==> config.mk <==
export PLATFORM = sky130hd
export DESIGN_NAME = escaped_crc_frame_transmitter_core
export DESIGN_NICKNAME = d
export VERILOG_FILES = /design/src/ecft_pkg.sv /design/src/ecft_front.sv /design/src/ecft_queue.sv /design/src/ecft_back.sv /design/src/escaped_crc_frame_transmitter_core.sv
export SDC_FILE = /design/constraint.sdc
export NUM_CORES = 1
export LEC_CHECK = 0
export BUFFER_PORTS_ARGS = -buffer_cell sky130_fd_sc_hd__clkbuf_2
export CAP_MARGIN = 20
export CORE_ASPECT_RATIO = 0.6
export CORE_MARGIN = 5
export CORE_UTILIZATION = 60
export CTS_CLUSTER_DIAMETER = 50
export DETAILED_ROUTE_END_ITERATION = 8
export GPL_TIMING_DRIVEN = 0
export HOLD_SLACK_MARGIN = 0.15
export PLACE_DENSITY = 0.87
export REMOVE_ABC_BUFFERS = 1
export SLEW_MARGIN = 20
export SYNTH_ARGS = -nofsm -noshare
export SYNTH_HDL_FRONTEND = slang
export SYNTH_SLANG_ARGS = --single-unit
==> constraint.sdc <==
create_clock -name clock -period 4.55 [get_ports clock]
set_input_delay 1.365 -clock clock [delete_from_list [all_inputs] [get_ports clock]]
set_output_delay 1.365 -clock clock [all_outputs]
set_load 0.005 [all_outputs]
==> src/ecft_pkg.sv <==
`timescale 1ns / 1ps
// ---------------------------------------------------------------------------
// ecft_pkg
// Shared types and constants of the escaped CRC frame transmitter.
// ---------------------------------------------------------------------------
package ecft_pkg;

   // Line bytes and CRC polynomial
   localparam logic [7:0]  FRAME_MARK = 8'hFF;
   localparam logic [7:0]  ESC_BYTE   = 8'h1B;
   localparam logic [15:0] CRC_POLY   = 16'h1021;

   // Request transaction kinds
   localparam logic [1:0] REQ_CMD = 2'd0;
   localparam logic [1:0] REQ_HDR = 2'd1;
   localparam logic [1:0] REQ_PAY = 2'd2;

   // Job kinds handed from the front end to the serializer
   localparam logic [1:0] JOB_CMD = 2'd0;
   localparam logic [1:0] JOB_HDR = 2'd1;
   localparam logic [1:0] JOB_PAY = 2'd2;

   // Number of jobs held between front end and serializer
   localparam int QUEUE_DEPTH = 4;

   // One job: everything the serializer needs to emit its bytes
   typedef struct packed {
      logic [1:0]  kind;    // JOB_CMD, JOB_HDR or JOB_PAY
      logic [7:0]  code;    // command code, or raw payload byte
      logic [15:0] length;  // frame length of a header
      logic [15:0] crc;     // CRC to send when the frame closes
      logic        close;   // append CRC trailer and closing mark
   } job_type;

endpackage

==> src/ecft_front.sv <==
`timescale 1ns / 1ps
// ---------------------------------------------------------------------------
// ecft_front
// Accepts request transactions, tracks the open data frame and its CRC,
// and pushes one job per transaction that produces line bytes.
// ---------------------------------------------------------------------------
module ecft_front
   import ecft_pkg::*;
(
   input  logic        clock,
   input  logic        reset,
   input  logic        req_valid,
   output logic        req_stall,
   input  logic [1:0]  req_type,
   input  logic [7:0]  req_frame_cmd,
   input  logic [15:0] req_frame_length,
   input  logic [7:0]  req_payload_byte,
   input  logic        q_full,
   output logic        q_push,
   output job_type     q_job
);

   // Header CRC phases: length bytes enter CRC one per cycle if not full
   localparam logic [1:0] HP_IDLE = 2'd0;
   localparam logic [1:0] HP_HI   = 2'd1;
   localparam logic [1:0] HP_LO   = 2'd2;

   logic [1:0]  hp_ff, hp_in;
   logic        frame_open_ff, frame_open_in;
   logic [15:0] remain_ff, remain_in;
   logic [15:0] crc_ff, crc_in;
   logic [7:0]  cmd_ff, cmd_in;
   logic [15:0] len_ff, len_in;
   logic        accept;

   // Advance a CRC-16 by one byte, MSB first
   function automatic logic [15:0] crc_byte(input logic [15:0] crc, input logic [7:0] b);
      logic [15:0] c;
      c = crc ^ {b, 8'h00};
      for (int i = 0; i < 8; i++) begin
         c = c[15] ? ((c << 1) ^ CRC_POLY) : (c << 1);
      end
      return c;
   endfunction

   assign req_stall = (hp_ff != HP_IDLE) || q_full;
   assign accept    = req_valid && !req_stall;

   // Classify the transaction and update frame state
   always_comb begin
      logic [15:0] crc_new;
      logic [15:0] rem_dec;
      hp_in         = hp_ff;
      frame_open_in = frame_open_ff;
      remain_in     = remain_ff;
      crc_in        = crc_ff;
      cmd_in        = cmd_ff;
      len_in        = len_ff;
      q_push        = 1'b0;
      q_job         = '0;
      crc_new       = crc_byte(crc_ff, req_payload_byte);
      rem_dec       = remain_ff - 16'd1;
      unique case (hp_ff)
         HP_HI: begin
            crc_in = crc_byte(crc_ff, len_ff[15:8]);
            hp_in  = HP_LO;
         end
         HP_LO: begin
            crc_new = crc_byte(crc_ff, len_ff[7:0]);
            if (!q_full) begin
               q_push       = 1'b1;
               q_job.kind   = JOB_HDR;
               q_job.code   = cmd_ff;
               q_job.length = len_ff;
               q_job.crc    = crc_new;
               q_job.close  = (len_ff == 16'd0);
               crc_in       = crc_new;
               hp_in        = HP_IDLE;
               if (len_ff == 16'd0) begin
                  frame_open_in = 1'b0;
               end
            end
         end
         HP_IDLE: begin
            if (accept) begin
               unique case (req_type)
                  REQ_CMD: begin
                     q_push     = 1'b1;
                     q_job.kind = JOB_CMD;
                     q_job.code = req_frame_cmd;
                  end
                  REQ_HDR: begin
                     // Open a new frame, dropping any open one
                     cmd_in        = req_frame_cmd;
                     len_in        = req_frame_length;
                     crc_in        = crc_byte(16'h0000, req_frame_cmd);
                     frame_open_in = 1'b1;
                     remain_in     = req_frame_length;
                     hp_in         = HP_HI;
                  end
                  REQ_PAY: begin
                     if (frame_open_ff) begin
                        q_push      = 1'b1;
                        q_job.kind  = JOB_PAY;
                        q_job.code  = req_payload_byte;
                        q_job.crc   = crc_new;
                        q_job.close = (rem_dec == 16'd0);
                        crc_in      = crc_new;
                        remain_in   = rem_dec;
                        if (rem_dec == 16'd0) begin
                           frame_open_in = 1'b0;
                        end
                     end
                  end
                  default: begin
                     // drop unused transaction kind
                  end
               endcase
            end
         end
         default: begin
            hp_in = HP_IDLE;
         end
      endcase
   end

   // Control state
   always_ff @(posedge clock) begin
      if (reset) begin
         hp_ff         <= HP_IDLE;
         frame_open_ff <= 1'b0;
         remain_ff     <= 16'd0;
         crc_ff        <= 16'd0;
      end else begin
         hp_ff         <= hp_in;
         frame_open_ff <= frame_open_in;
         remain_ff     <= remain_in;
         crc_ff        <= crc_in;
      end
   end

   // Held header fields
   always_ff @(posedge clock) begin
      cmd_ff <= cmd_in;
      len_ff <= len_in;
   end

endmodule

==> src/ecft_queue.sv <==
`timescale 1ns / 1ps
// ---------------------------------------------------------------------------
// ecft_queue
// Small job queue that decouples the front end from the serializer.
// ---------------------------------------------------------------------------
module ecft_queue
   import ecft_pkg::*;
(
   input  logic    clock,
   input  logic    reset,
   input  logic    push,
   input  job_type push_job,
   output logic    full,
   input  logic    pop,
   output logic    head_valid,
   output job_type head_job
);

   localparam int PtrWidth = (QUEUE_DEPTH > 1) ? $clog2(QUEUE_DEPTH) : 1;
   localparam int CntWidth = $clog2(QUEUE_DEPTH + 1);

   job_type               entry_ff [QUEUE_DEPTH];
   logic [PtrWidth-1:0]   wr_ptr_ff, wr_ptr_in;
   logic [PtrWidth-1:0]   rd_ptr_ff, rd_ptr_in;
   logic [CntWidth-1:0]   count_ff, count_in;
   logic                  do_push, do_pop;

   assign full       = (count_ff == CntWidth'(QUEUE_DEPTH));
   assign head_valid = (count_ff != '0);
   assign head_job   = entry_ff[rd_ptr_ff];
   assign do_push    = push && !full;
   assign do_pop     = pop && head_valid;

   // Advance pointers with wrap at the queue depth
   always_comb begin
      wr_ptr_in = wr_ptr_ff;
      rd_ptr_in = rd_ptr_ff;
      count_in  = count_ff;
      if (do_push) begin
         wr_ptr_in = (wr_ptr_ff == PtrWidth'(QUEUE_DEPTH - 1)) ? '0 : wr_ptr_ff + 1'b1;
      end
      if (do_pop) begin
         rd_ptr_in = (rd_ptr_ff == PtrWidth'(QUEUE_DEPTH - 1)) ? '0 : rd_ptr_ff + 1'b1;
      end
      if (do_push && !do_pop) begin
         count_in = count_ff + 1'b1;
      end else if (do_pop && !do_push) begin
         count_in = count_ff - 1'b1;
      end
   end

   always_ff @(posedge clock) begin
      if (reset) begin
         wr_ptr_ff <= '0;
         rd_ptr_ff <= '0;
         count_ff  <= '0;
      end else begin
         wr_ptr_ff <= wr_ptr_in;
         rd_ptr_ff <= rd_ptr_in;
         count_ff  <= count_in;
      end
   end

   // Store the pushed job
   always_ff @(posedge clock) begin
      if (do_push) begin
         entry_ff[wr_ptr_ff] <= push_job;
      end
   end

endmodule

==> src/ecft_back.sv <==
`timescale 1ns / 1ps
// ---------------------------------------------------------------------------
// ecft_back
// Serializer: walks the symbols of the head job, inserts escape bytes and
// drives the registered response channel, one byte per cycle while not stalled.
// ---------------------------------------------------------------------------
module ecft_back
   import ecft_pkg::*;
(
   input  logic       clock,
   input  logic       reset,
   input  logic       head_valid,
   input  job_type    head_job,
   output logic       pop,
   output logic       rsp_valid,
   input  logic       rsp_stall,
   output logic [7:0] rsp_out_byte,
   output logic       rsp_run_last,
   output logic       rsp_frame_end
);

   logic [2:0] idx_ff, idx_in;
   logic       esc_done_ff, esc_done_in;
   logic       valid_ff, valid_in;
   logic [7:0] byte_ff, byte_in;
   logic       last_ff, last_in;
   logic       fend_ff, fend_in;

   logic [7:0] sym_byte;
   logic       sym_esc;
   logic       sym_end;
   logic [2:0] last_idx;
   logic       load_ok;
   logic       advance;
   logic       need_esc;
   logic       sym_last;

   // Decode the current symbol of the head job
   always_comb begin
      sym_byte = FRAME_MARK;
      sym_esc  = 1'b0;
      sym_end  = 1'b0;
      last_idx = 3'd0;
      unique case (head_job.kind)
         JOB_CMD: begin
            last_idx = 3'd2;
            unique case (idx_ff)
               3'd0: sym_byte = FRAME_MARK;
               3'd1: sym_byte = head_job.code;
               default: begin
                  sym_byte = FRAME_MARK;
                  sym_end  = 1'b1;
               end
            endcase
         end
         JOB_HDR: begin
            last_idx = head_job.close ? 3'd6 : 3'd3;
            unique case (idx_ff)
               3'd0: sym_byte = FRAME_MARK;
               3'd1: sym_byte = head_job.code;
               3'd2: sym_byte = head_job.length[15:8];
               3'd3: sym_byte = head_job.length[7:0];
               3'd4: begin
                  sym_byte = head_job.crc[15:8];
                  sym_esc  = 1'b1;
               end
               3'd5: begin
                  sym_byte = head_job.crc[7:0];
                  sym_esc  = 1'b1;
               end
               default: begin
                  sym_byte = FRAME_MARK;
                  sym_end  = 1'b1;
               end
            endcase
         end
         default: begin
            // payload job
            last_idx = head_job.close ? 3'd3 : 3'd0;
            unique case (idx_ff)
               3'd0: begin
                  sym_byte = head_job.code;
                  sym_esc  = 1'b1;
               end
               3'd1: begin
                  sym_byte = head_job.crc[15:8];
                  sym_esc  = 1'b1;
               end
               3'd2: begin
                  sym_byte = head_job.crc[7:0];
                  sym_esc  = 1'b1;
               end
               default: begin
                  sym_byte = FRAME_MARK;
                  sym_end  = 1'b1;
               end
            endcase
         end
      endcase
   end

   assign load_ok  = !valid_ff || !rsp_stall;
   assign advance  = head_valid && load_ok;
   assign need_esc = sym_esc && !esc_done_ff &&
                     ((sym_byte == FRAME_MARK) || (sym_byte == ESC_BYTE));
   assign sym_last = (idx_ff == last_idx);
   assign pop      = advance && !need_esc && sym_last;

   // Emit an escape or the symbol byte, then advance the symbol index
   always_comb begin
      idx_in      = idx_ff;
      esc_done_in = esc_done_ff;
      valid_in    = valid_ff;
      byte_in     = byte_ff;
      last_in     = last_ff;
      fend_in     = fend_ff;
      if (load_ok) begin
         valid_in = head_valid;
      end
      if (advance) begin
         if (need_esc) begin
            byte_in     = ESC_BYTE;
            last_in     = 1'b0;
            fend_in     = 1'b0;
            esc_done_in = 1'b1;
         end else begin
            byte_in     = sym_byte;
            last_in     = sym_last;
            fend_in     = sym_end;
            esc_done_in = 1'b0;
            idx_in      = sym_last ? 3'd0 : idx_ff + 3'd1;
         end
      end
   end

   always_ff @(posedge clock) begin
      if (reset) begin
         idx_ff      <= 3'd0;
         esc_done_ff <= 1'b0;
         valid_ff    <= 1'b0;
      end else begin
         idx_ff      <= idx_in;
         esc_done_ff <= esc_done_in;
         valid_ff    <= valid_in;
      end
   end

   // Output payload register
   always_ff @(posedge clock) begin
      byte_ff <= byte_in;
      last_ff <= last_in;
      fend_ff <= fend_in;
   end

   assign rsp_valid     = valid_ff;
   assign rsp_out_byte  = byte_ff;
   assign rsp_run_last  = last_ff;
   assign rsp_frame_end = fend_ff;

endmodule

==> src/escaped_crc_frame_transmitter_core.sv <==
`timescale 1ns / 1ps
// ---------------------------------------------------------------------------
// escaped_crc_frame_transmitter_core
// Byte-stuffing frame transmitter with CRC-16 (poly 0x1021, init 0) trailer.
// ---------------------------------------------------------------------------
// The serializer sends one line byte per cycle while rsp_stall is low. Line
// bytes produced per transaction: a command 3, a payload byte 1
// or 2 (escaped), plus 3 to 5 more when it closes the frame with the CRC and
// closing mark, and a header 4, plus 3 to 5 more with an empty frame. A
// header also keeps the request side busy (req_stall high after it is taken
// until its job is pushed) while its command and length bytes enter the CRC
// one per cycle unless the queue is full. A queue of QUEUE_DEPTH jobs sits
// between the request front end and the serializer, so requests keep being
// taken while the response side is stalled until that queue fills.
// ---------------------------------------------------------------------------
module escaped_crc_frame_transmitter_core
   import ecft_pkg::*;
(
   input  logic        clock,
   input  logic        reset,
   input  logic        req_valid,
   output logic        req_stall,
   input  logic [1:0]  req_type,
   input  logic [7:0]  req_frame_cmd,
   input  logic [15:0] req_frame_length,
   input  logic [7:0]  req_payload_byte,
   output logic        rsp_valid,
   input  logic        rsp_stall,
   output logic [7:0]  rsp_out_byte,
   output logic        rsp_run_last,
   output logic        rsp_frame_end
);

   logic    q_full;
   logic    q_push;
   job_type q_job;
   logic    q_pop;
   logic    head_valid;
   job_type head_job;

   // Accept and classify transactions
   ecft_front u_front (
      .clock            (clock),
      .reset            (reset),
      .req_valid        (req_valid),
      .req_stall        (req_stall),
      .req_type         (req_type),
      .req_frame_cmd    (req_frame_cmd),
      .req_frame_length (req_frame_length),
      .req_payload_byte (req_payload_byte),
      .q_full           (q_full),
      .q_push           (q_push),
      .q_job            (q_job)
   );

   // Hold jobs between the two sides
   ecft_queue u_queue (
      .clock      (clock),
      .reset      (reset),
      .push       (q_push),
      .push_job   (q_job),
      .full       (q_full),
      .pop        (q_pop),
      .head_valid (head_valid),
      .head_job   (head_job)
   );

   // Serialize jobs onto the line
   ecft_back u_back (
      .clock         (clock),
      .reset         (reset),
      .head_valid    (head_valid),
      .head_job      (head_job),
      .pop           (q_pop),
      .rsp_valid     (rsp_valid),
      .rsp_stall     (rsp_stall),
      .rsp_out_byte  (rsp_out_byte),
      .rsp_run_last  (rsp_run_last),
      .rsp_frame_end (rsp_frame_end)
   );

endmodule
# Yosys cells after proc, flatten, opt, wreduce, memory -nomap -nowiden
# Memory sizes are Yosys's and may differ from the RTL's. A register that Yosys moved wholly into a read port is not among the register bits.
# Cells that the tools add are included.
[word_totals] mem_bits_ro=0 ram_bits=172 mem_count=1 register_bits=81 inputBits=38 latchBits=0
[memory_table] memory="u_queue.entry_ff" words=4 word_bits=43 read_ports=1 rd_ports_with_merged_regs=1 write_ports=1 line_no="ecft_queue.sv:22" text="job_type entry_ff [QUEUE_DEPTH];"
[op_classes] addsub=6 order_cmp=0 div=0 eq_ne=23 shift=0 muxes=89 multipliers=0 bitwise=36 n_reduce_logical=43
[ops] operator="$mux W13" n=32
[ops] operator="$not A3 Y3" n=32
[ops] operator="$mux W16" n=5
[ops] operator="$pmux W16 S2" n=2
[ops] operator="$mux W17" n=3
[ops] operator="$pmux W16 S3" n=1
[ops] operator="$xor A16 B16 Y16" n=3
[ops] operator="$mux W42" n=1
[ops] operator="$pmux W10 S2" n=2
[ops] operator="$pmux W8 S5" n=1
[ops] operator="$pmux W17 S2" n=1
[ops] operator="$logic_not A16 Y1" n=2
[ops] operator="$pmux W8 S3" n=1
[ops] operator="$mux W10" n=2
[ops] operator="$mux W1" n=16
[ops] operator="$mux W2" n=8
[ops] operator="$pmux W8 S2" n=1
[ops] operator="$sub A16 B1 Y16 const B" n=1
[ops] operator="$mux W3" n=4
[ops] operator="$pmux W1 S2" n=6
[ops] operator="$logic_and A1 B1 Y1" n=10
[ops] operator="$reduce_and A5 Y1" n=2
[ops] operator="$eq A3 B3 Y1 const B" n=3
[ops] operator="$eq A2 B2 Y1 const B" n=4
[ops] operator="29 further kinds" n=54

# Logic depth before layout (Yosys ltp)
# Gate-level depths: netlist of run 1.
[depth] depth_word=21 ltp_mapped=18

# Modules after synthesis
# A second synthesis of run 1 with hierarchy kept.
[hier_totals] hier_cells=982 hier_area_um2=12554.5
[modules_own_cells] mod="ecft_queue" seq_area_each_um2=5345.1 n_inst=1 area_per_inst_um2=6705.2 cells_each=275
[modules_own_cells] mod="ecft_front" seq_area_each_um2=1421.4 n_inst=1 area_per_inst_um2=4327.9 cells_each=531
[modules_own_cells] mod="ecft_back" seq_area_each_um2=400.4 n_inst=1 area_per_inst_um2=1521.5 cells_each=176

# Worst setup path before layout of run 1
# Ideal clock, no wire load.
[synth_timing] path_kind="reg2reg" start="register u_back.idx_ff[2]" end="register u_queue.count_ff[2]" t_arrival_ns=3.866 required_time_ns=4.480 path_slack_ns=0.614 period_less_slack_ns=3.936 setup_time_ns=0.070 path_buffers=2 stages_incl_launch_ff=18 path_cell_list="dfxtp_1 clkbuf_1 inv_1 ha_1 clkbuf_1 o41a_1 nand2_1 a2bb2oi_1 nand4b_1 nor3_4 a21oi_4 inv_1 ha_1 inv_1 fa_1 xor2_1 or3_1 a21oi_1"
[synth_between] elab_chain_len=13
[synth_lines] element="start, declared" line_no="ecft_back.sv:22" text="logic [2:0] idx_ff, idx_in;"
[synth_lines] element="start signal, assigned" line_no="ecft_back.sv:142" text="idx_ff <= idx_in;"
[synth_lines] element="$eq A3 B3 Y1, or another cell as far along" line_no="ecft_back.sv:58" text="unique case (idx_ff)"
[synth_lines] element="$pmux W8 S5, or another cell as far along" line_no="ecft_back.sv:58"
[synth_lines] element="$pmux W8 S2, or another cell as far along" line_no="ecft_back.sv:44" text="unique case (head_job.kind)"
[synth_lines] element="$eq A8 B8 Y1, or another cell as far along" line_no="ecft_back.sv:105" text="((sym_byte == FRAME_MARK) || (sym_byte == ESC_BYTE));"
[synth_lines] element="$logic_or A1 B1 Y1 / $logic_and A1 B1 Y1 (equally long branches)" line_no="ecft_back.sv:105, ecft_back.sv:104"
[synth_lines] element="$logic_and A1 B1 Y1" line_no="ecft_back.sv:104" text="assign need_esc = sym_esc && !esc_done_ff &&"
[synth_lines] element="$logic_not A1 Y1" line_no="ecft_back.sv:107" text="assign pop = advance && !need_esc && sym_last;"
[synth_lines] element="$logic_and A1 B1 Y1" line_no="ecft_back.sv:107"
[synth_lines] element="$logic_and A1 B1 Y1 *" line_no="ecft_back.sv:107"
[synth_lines] element="$logic_and A1 B1 Y1 *" line_no="ecft_queue.sv:32" text="assign do_pop = pop && head_valid;"
[synth_lines] element="$logic_not A1 Y1" line_no="ecft_queue.sv:45" text="if (do_push && !do_pop) begin"
[synth_lines] element="$logic_and A1 B1 Y1" line_no="ecft_queue.sv:45"
[synth_lines] element="$mux W3 / $reduce_bool A2 Y1 (equally long branches)"
[synth_lines] element="end signal, assigned" line_no="ecft_queue.sv:60" text="count_ff <= count_in;"
[synth_lines] element="end, declared" line_no="ecft_queue.sv:25" text="logic [CntWidth-1:0] count_ff, count_in;"
# Every way passes the cells marked *; elsewhere a longest branch is shown, timed or not.
# A chain may end at the register's enable or synchronous reset.

==> results of run 1 <==
## cell usage after synthesis, drive strengths merged, types with 5 or more instances
master,number,area [um^2]
edfxtp,206,6190
nand2,68,255
nor2,63,236
a21oi,58,313
xnor2,54,473
clkbuf,51,191
dfxtp,49,981
mux4,41,923
o21ai,41,205
xor2,29,254
and2,25,156
nor3,21,121
a211oi,20,150
inv,19,71.3
mux2i,16,160
a22oi,15,113
nor2b,15,93.8
buf,13,109
ha,13,163
nand2b,13,81.3
a31oi,12,75.1
o22ai,12,81.3
a221oi,9,78.8
mux2,9,109
nand3,8,40.0
a22o,7,61.3
nor3b,7,57.6
nor4,7,43.8
nand4b,5,43.8
o211ai,5,37.5
o32ai,5,51.3
## state kept, by name, indices dropped and copies added (netlist names), 2 cells and up, named ones only
register and flops:
u_front.hp_ff 2, u_front.len_ff 16, u_queue.rd_ptr_ff 2, u_back.idx_ff 3
u_front.cmd_ff 8, u_front.crc_ff 16, u_queue.wr_ptr_ff 2, u_queue.entry_ff 172
u_front.remain_ff 16, u_back.rsp_out_byte 8, u_queue.count_ff 3
## layer usage
layer  share of wire [%]  vias up
met5               0.041        -
met2                  43      606
met3                  14       72
met1                  40     4166
met4                 2.5        2
li1                    -     3747
## cell type report
cell class | count | area [um^2] | area share (%)
Clock inverter | 14 | 133 | 0.971
Tap cell | 273 | 342 | 2.50
Clock buffer | 30 | 664 | 4.86
Multi-Input combinational cell | 636 | 4930 | 36.1
Timing Repair Buffer | 56 | 345 | 2.53
Inverter | 19 | 71.3 | 0.522
Sequential cell | 255 | 7180 | 52.5
## cells in the final DEF (no fill, tap or decap), drive strengths merged, types with 13 or more instances in the layout
| master | instances |
|---|---|
| edfxtp | 206 |
| clkbuf | 78 |
| nand2 | 68 |
| nor2 | 63 |
| a21oi | 58 |
| xnor2 | 54 |
| dfxtp | 49 |
| mux4 | 41 |
| o21ai | 41 |
| xor2 | 29 |
| and2 | 25 |
| nor3 | 21 |
| a211oi | 20 |
| inv | 19 |
| mux2i | 16 |
| a22oi | 15 |
| nor2b | 15 |
| nand2b | 13 |
| ha | 13 |
## per-stage QoR
stage               power [mW]  setup slack (ns)  hold slack (ns)
floorplan                 4.41            -0.626            0.425
global placement          4.91             -2.09            0.440
CTS                       7.04             0.117            0.464
finish                    7.08             0.132            0.463
global route              7.40           0.00984            0.501
detailed placement        5.00           -0.0327            0.455
## cells by family (layout without fill, tap and decap cells)
| logic type | count (synthesis) | after routing | synth area share (%) |
|---|---|---|---|
| AO/OA/AOI/OAI | 223 | 223 | 12.2 |
| XOR/XNOR | 83 | 83 | 5.86 |
| adder cells (fa/ha/maj) | 14 | 14 | 1.47 |
| buffers and inverters | 83 | 119 | 2.99 |
| flip-flops | 255 | 255 | 57.8 |
| multiplexers | 66 | 66 | 9.61 |
| AND/OR/NAND/NOR | 250 | 250 | 10.2 |
## worst max path at each step
stage / startpoint / endpoint / cells past startpoint
2_1_floorplan: flop / u_queue.count_ff[2]$_SDFFE_PP0P_ / 14
3_3_place_gp: req_type[1] / u_front.crc_ff[14]$_SDFFE_PP0P_ / 9
3_5_place_dp: u_back.idx_ff[2]$_SDFFE_PP0P_ / u_queue.count_ff[2]$_SDFFE_PP0P_ / 15
4_1_cts: u_back.idx_ff[2]$_SDFFE_PP0P_ / u_queue.count_ff[2]$_SDFFE_PP0P_ / 15
5_1_grt: u_front.hp_ff[0]$_SDFFE_PP0P_ / u_queue.entry_ff[3][15]$_DFFE_PP_ / 7
6_report: u_front.hp_ff[0]$_SDFFE_PP0P_ / u_queue.entry_ff[0][15]$_DFFE_PP_ / 7
## worst max-delay path: cells and delay by family (launching register included)
family	cells	cell delay (ns)
DFF	1	0.60
and+or+nand+nor	4	1.75
buffers and inverters	1	0.96
AOI/OAI and AO/OA	2	0.81
## what timing repair did
action,CTS,global route
pin swaps,0,1
buffers inserted,1,1
hold buffers,0,0
endpoints found under the setup margin,1,1
resized for setup,3,3
## power by group through the flow
stage               registers, mW  clock network, mW  logic [mW]
finish                       2.97               2.04        2.07
detailed placement           3.04                  0        1.97
global route                 2.98               2.17        2.25
floorplan                    3.01                  0        1.40
CTS                          2.96               2.06        2.03
global placement             3.07                  0        1.84
==> run_results.csv, run 1 <==
group,metric,value,unit
status,status,"finished clean",
pwr,pwr-share-clk,28.8,%
worst_setup_path,regToRegSetupSlack,0.13,ns
synthesis,synthCells,974,
global_route,grt_max_degree,52,
cts,htreeDepth,1,
worst_setup_path,cp_max_fo,32,
pwr,p_per_area,518,nW/um^2
worst_hold_path,holdCritStartpoint,"u_back.esc_done_ff$_SDFFE_PP0P_",
pwr,p_int,4.78,mW
synthesis,ys_warn_count,0,
global_route,grt_antenna_before_repair,2,
cts,cts_root_buffer,"clkbuf_16",
worst_setup_path,required,4.80,ns
pwr,p_switching,2.30,mW
worst_setup_path,max_stage_delay,1.01,ns
synthesis,netlist_area,12400,um^2
worst_setup_path,cp_slowest_cell,"nor2b_1",
placed_design,placed_cell_area,12800,um^2
cells_and_area,final_util,67.7,%
cts,clk_pin_slew_worst_paths,0.06,ns
placed_design,place_congestion,0.941,
detailed_routing,drt_iter0_drc,1312,
worst_setup_path,rr_startpoint,"u_front.hp_ff[0]$_SDFFE_PP0P_",
pwr,swShare,32.4,%
worst_setup_path,path_class,"reg2reg",
worst_setup_path,path_cells,"nor2b_1 -> nand2b_1 -> inv_1 -> nand2_1 -> o21ai_0 -> nor2_1 -> a21oi_1",
die,die_x,196,um
synthesis,synth-edff-count,206,
placed_design,dp.cells,1237,
die,dieArea,23800,um^2
detailed_routing,vias_per_cell,6.70,
cells_and_area,nNetsFinal,1044,
die,io_pins,50,
global_route,grt_pass1_wl,49.3,mm
worst_hold_path,whs_path_depth,2,
cells_and_area,diodes,0,
sta,fmax,0.226,GHz
detailed_routing,wirelength,31.5,mm
detailed_routing,dr_total_vias,8593,
worst_hold_path,hold_path_end,"u_back.esc_done_ff$_SDFFE_PP0P_",
global_route,grt_use_met2,39.2,%
detailed_routing,wl_per_cell,24.5,um
synthesis,synth-seq-cells,255,
cts,cts_tree,"yes",
cells_and_area,final_area,13700,um^2
die,core-area,20200,um^2
worst_setup_path,r2r_cells,7,
detailed_routing,dr.pass1.iters,5,
sta,tns,0,ns
synthesis,yosysSeqAreaShare,57.8,%
synthesis,ys.flop_type,"edfxtp_1",
cells_and_area,area_delta_synth_final,10.1,%
global_route,grt_use_met3,8.52,%
cts,clkLatencyLatePin,0.53,ns
sta,max-slew-margin-rel,22.6,%
sta,slew_violations,0,
synthesis,async_flop_share,0,%
global_route,grt_util_met1,38.9,%
cells_and_area,fin_cells,1283,
cells_and_area,drive_gt1_share,17.1,%
worst_setup_path,critPathLaunchType,"flop",
global_route,grt_pass1_vias,8494,
sta,fin_crit_sh,97.1,%
global_route,busiest_layer,"met2",
cts,cts_buffer_depth,3,
placed_design,port_buffers,49,
synthesis,synth_cell_type_count,73,
worst_hold_path,worstHoldPathType,"reg2reg",
die,die_y,121,um
worst_setup_path,cp-end-kind,"flop",
sta,tightest_slew,1.16,ns
die,floorplan.initialDensity,61.5,%
sta,fin_crit,4.42,ns
cts,cts_buffers,24,
worst_setup_path,r2r-end,"u_queue.entry_ff[0][15]$_DFFE_PP_",
cts,numClockSinks,255,
cells_and_area,n_fill_cell,1386,
synthesis,syn-mean-instance-area,12.7,um^2
flow_run,max_cap_violations,0,
pwr,vdd_drop_max,0.313,mV
sta,final.setup_skew,0.0161,ns
pwr,p_seq_share,41.9,%
sta,hold_violations,0,
pwr,power_leakage,4.54,nW
placed_design,dp_hpwl,20.8,mm
sta,rsz0062_at_grt,"no",
detailed_routing,detail-route-antenna-nets,0,
global_route,grt_usage,26.6,%
worst_setup_path,worstPathArrival,4.67,ns
die,rows,40,
sta,setup_viol,0,
pwr,p_comb_share,29.3,%
global_route,grt_overflow,0,
detailed_routing,drc,0,
(Power assumes the default switching activity.)
==> inputs of run 2 (changes only) <==
--- a/config.mk
+++ b/config.mk
@@ -8,14 +8,13 @@
 export BUFFER_PORTS_ARGS = -buffer_cell sky130_fd_sc_hd__clkbuf_2
 export CAP_MARGIN = 20
 export CORE_ASPECT_RATIO = 0.6
-export CORE_MARGIN = 5
+export CORE_MARGIN = 8
 export CORE_UTILIZATION = 60
 export CTS_CLUSTER_DIAMETER = 50
 export DETAILED_ROUTE_END_ITERATION = 8
 export GPL_TIMING_DRIVEN = 0
 export HOLD_SLACK_MARGIN = 0.15
 export PLACE_DENSITY = 0.87
-export REMOVE_ABC_BUFFERS = 1
 export SLEW_MARGIN = 20
 export SYNTH_ARGS = -nofsm -noshare
 export SYNTH_HDL_FRONTEND = slang
==> run_results.csv, run 2 (same netlist as run 1, synthesis figures left out) <==
group,metric,value,unit
sta,fin_crit_sh,94.9,%
worst_hold_path,whs_path_depth,2,
die,floorplan.initialDensity,61.5,%
sta,setup_viol,0,
worst_setup_path,regToRegSetupSlack,0.23,ns
cts,cts_buffers,24,
sta,tightest_slew,1.16,ns
sta,fin_crit,4.32,ns
placed_design,place_congestion,0.995,
detailed_routing,route.met2.wl,14.0,mm
sta,slew_violations,0,
worst_setup_path,cp_max_fo,10,
cells_and_area,diodes,0,
die,core-area,20200,um^2
detailed_routing,dr.pass1.iters,5,
worst_setup_path,path_class,"reg2reg",
worst_setup_path,r2r_cells,16,
placed_design,placed_cell_area,13100,um^2
cells_and_area,final_common_cell,"edfxtp_1",
sta,max-slew-margin-rel,22.2,%
flow_run,max_cap_violations,0,
cells_and_area,final_util,69.2,%
worst_setup_path,cpMostUsedCell,"inv_1",
cells_and_area,final_cell_mix,"edfxtp_1, nand2_1, nor2_1",
cts,htreeDepth,1,
worst_setup_path,rr_startpoint,"u_back.idx_ff[2]$_SDFFE_PP0P_",
global_route,grt_pass1_wl,52.1,mm
detailed_routing,top_layer_used,"met4",
worst_hold_path,holdCritStartpoint,"u_back.esc_done_ff$_SDFFE_PP0P_",
global_route,grt_usage,26.3,%
cts,numClockSinks,255,
placed_design,dp_hpwl,24.8,mm
cells_and_area,n_fill_cell,1410,
cts,cts_buffer_depth,3,
cts,cts_tree,"yes",
die,dieArea,25700,um^2
sta,fmax,0.231,GHz
worst_setup_path,required,5.00,ns
global_route,grt_pass1_vias,8610,
detailed_routing,vias_per_cell,6.72,
worst_setup_path,cp-end-kind,"flop",
die,io_pins,50,
worst_hold_path,hold_path_end,"u_back.esc_done_ff$_SDFFE_PP0P_",
worst_setup_path,r2r-end,"u_queue.count_ff[2]$_SDFFE_PP0P_",
cts,cts.hold.buffers_added,0,
sta,final.setup_skew,0.0127,ns
placed_design,port_buffers,47,
die,die_x,202,um
cts,clkLatencyLatePin,0.53,ns
sta,rsz0062_at_grt,"no",
detailed_routing,wl_per_cell,25.7,um
cts,cts_root_buffer,"clkbuf_16",
die,rows,40,
global_route,grt_overflow,0,
cells_and_area,top_register,"u_queue.entry_ff",
global_route,grt_antenna_before_repair,0,
cells_and_area,area_delta_synth_final,12.5,%
cells_and_area,nNetsFinal,1105,
detailed_routing,drc,0,
cells_and_area,largest_reg_flops,172,
worst_setup_path,critPathLaunchType,"flop",
pwr,vdd_drop_max,0.270,mV
worst_setup_path,path_cells,"buf_2 -> inv_1 -> ha_1 -> clkbuf_2 -> o41a_1 -> a311o_1 -> a211oi_1 -> mux2_4 -> a21oi_4 -> inv_1 -> ha_1 -> inv_1 -> fa_1 -> xor2_1 -> or3_1 -> a21oi_1",
detailed_routing,dr_total_vias,9035,
cells_and_area,drive_gt1_share,16.6,%
detailed_routing,drt_iter0_drc,1255,
sta,hold_violations,0,
pwr,p_per_area,520,nW/um^2
worst_setup_path,max_stage_delay,0.45,ns
worst_hold_path,worstHoldPathType,"reg2reg",
detailed_routing,wl_met3,5.13,mm
die,die_y,127,um
sta,tns,0,ns
status,status,"finished clean",
pwr,power_leakage,4.70,nW
detailed_routing,wirelength,34.6,mm
synthesis,syn_nets,1026,
pwr,power,7.26,mW
worst_setup_path,worstPathArrival,4.77,ns
cts,clk_pin_slew_worst_paths,0.07,ns
detailed_routing,drt-met1-wl,14.4,mm
global_route,grt_max_degree,30,
worst_setup_path,cp_slowest_cell,"o41a_1",
detailed_routing,detail-route-antenna-nets,0,
cells_and_area,final_area,14000,um^2
==> run 2: changes by cell type in the layout (fill, tap and decap cells not counted), moves of 2 or more <==
| cell | before | now |
|---|---|---|
| bufinv_16 | 2 | 4 |
| dfxtp_1 | 46 | 49 |
| clkbuf_2 | 48 | 50 |
| clkbuf_1 | 3 | 50 |
| buf_6 | 2 | 4 |
| clkinv_2 | 3 | 5 |
| nor2b_4 | 2 | 0 |
| and2_2 | 1 | 4 |
| dfxtp_4 | 2 | 0 |
| clkinvlp_4 | 5 | 1 |
| nor2b_1 | 12 | 15 |
| and2_4 | 4 | 0 |
| buf_2 | 1 | 4 |
| buf_4 | 2 | 6 |
==> run 2: cell type report <==
type	instances	area, um^2	share of cell area [%]
clock buffers	29	639	4.58
plain buffers	64	305	2.19
clock inverters	15	194	1.39
flip-flops and latches	255	7170	51.3
repair buffers	53	345	2.47
multi-input cells	636	4900	35.1
well taps	273	342	2.45
inverters	19	71.3	0.511
==> run 2: worst max-delay path by stage <==
stage                             startpoint  depth (start not counted)                                end
2_1_floorplan  u_back.idx_ff[2]$_SDFFE_PP0P_                         17   u_queue.count_ff[2]$_SDFFE_PP0P_
3_3_place_gp                       req_valid                          8  u_queue.entry_ff[3][26]$_DFFE_PP_
3_5_place_dp   u_back.idx_ff[2]$_SDFFE_PP0P_                         17   u_queue.count_ff[2]$_SDFFE_PP0P_
4_1_cts        u_back.idx_ff[2]$_SDFFE_PP0P_                         17   u_queue.count_ff[2]$_SDFFE_PP0P_
5_1_grt        u_back.idx_ff[2]$_SDFFE_PP0P_                         16   u_queue.count_ff[2]$_SDFFE_PP0P_
6_report       u_back.idx_ff[2]$_SDFFE_PP0P_                         16   u_queue.count_ff[2]$_SDFFE_PP0P_
==> run 2: routing by layer <==
layer / global-route usage, % / up-vias
met1: 38.0 / 4356
li1: - / 3871
met3: 9.89 / 93
met2: 36.6 / 715
met5: 0 / -
met4: 7.45 / 0
==> run 2: power breakdown <==
part           switching (mW)  total (mW)  internal [mW]
combinational            1.36        2.23          0.871
sequential              0.117        2.91           2.79
clock                   0.885        2.12           1.24
==> run 2: worst max-delay path: cells and delay by family, from the launching register on <==
kind | cells | cell delay (ns)
compound gates | 5 | 1.37
fa+ha+maj | 3 | 0.85
buf+inv | 5 | 0.83
flops | 1 | 0.43
simple gates | 1 | 0.30
mux | 1 | 0.27
xor+xnor | 1 | 0.17
==> run 2: through the flow <==
step	cells	setup slack, ns	hold slack, ns
after floorplan	974	0.614	0.431
after global placement	1294	-0.194	0.443
after detailed placement	1298	-0.211	0.448
after CTS	1342	0.0198	0.457
after global routing	1344	0.00316	0.485
final	1344	0.230	0.459
==> run 2: timing repair <==
item | 4_1_cts | 5_1_grt
buffers inserted | 0 | 2
gates resized for setup | 2 | 7
setup endpoints to repair | 1 | 1
pin swaps | 1 | 2
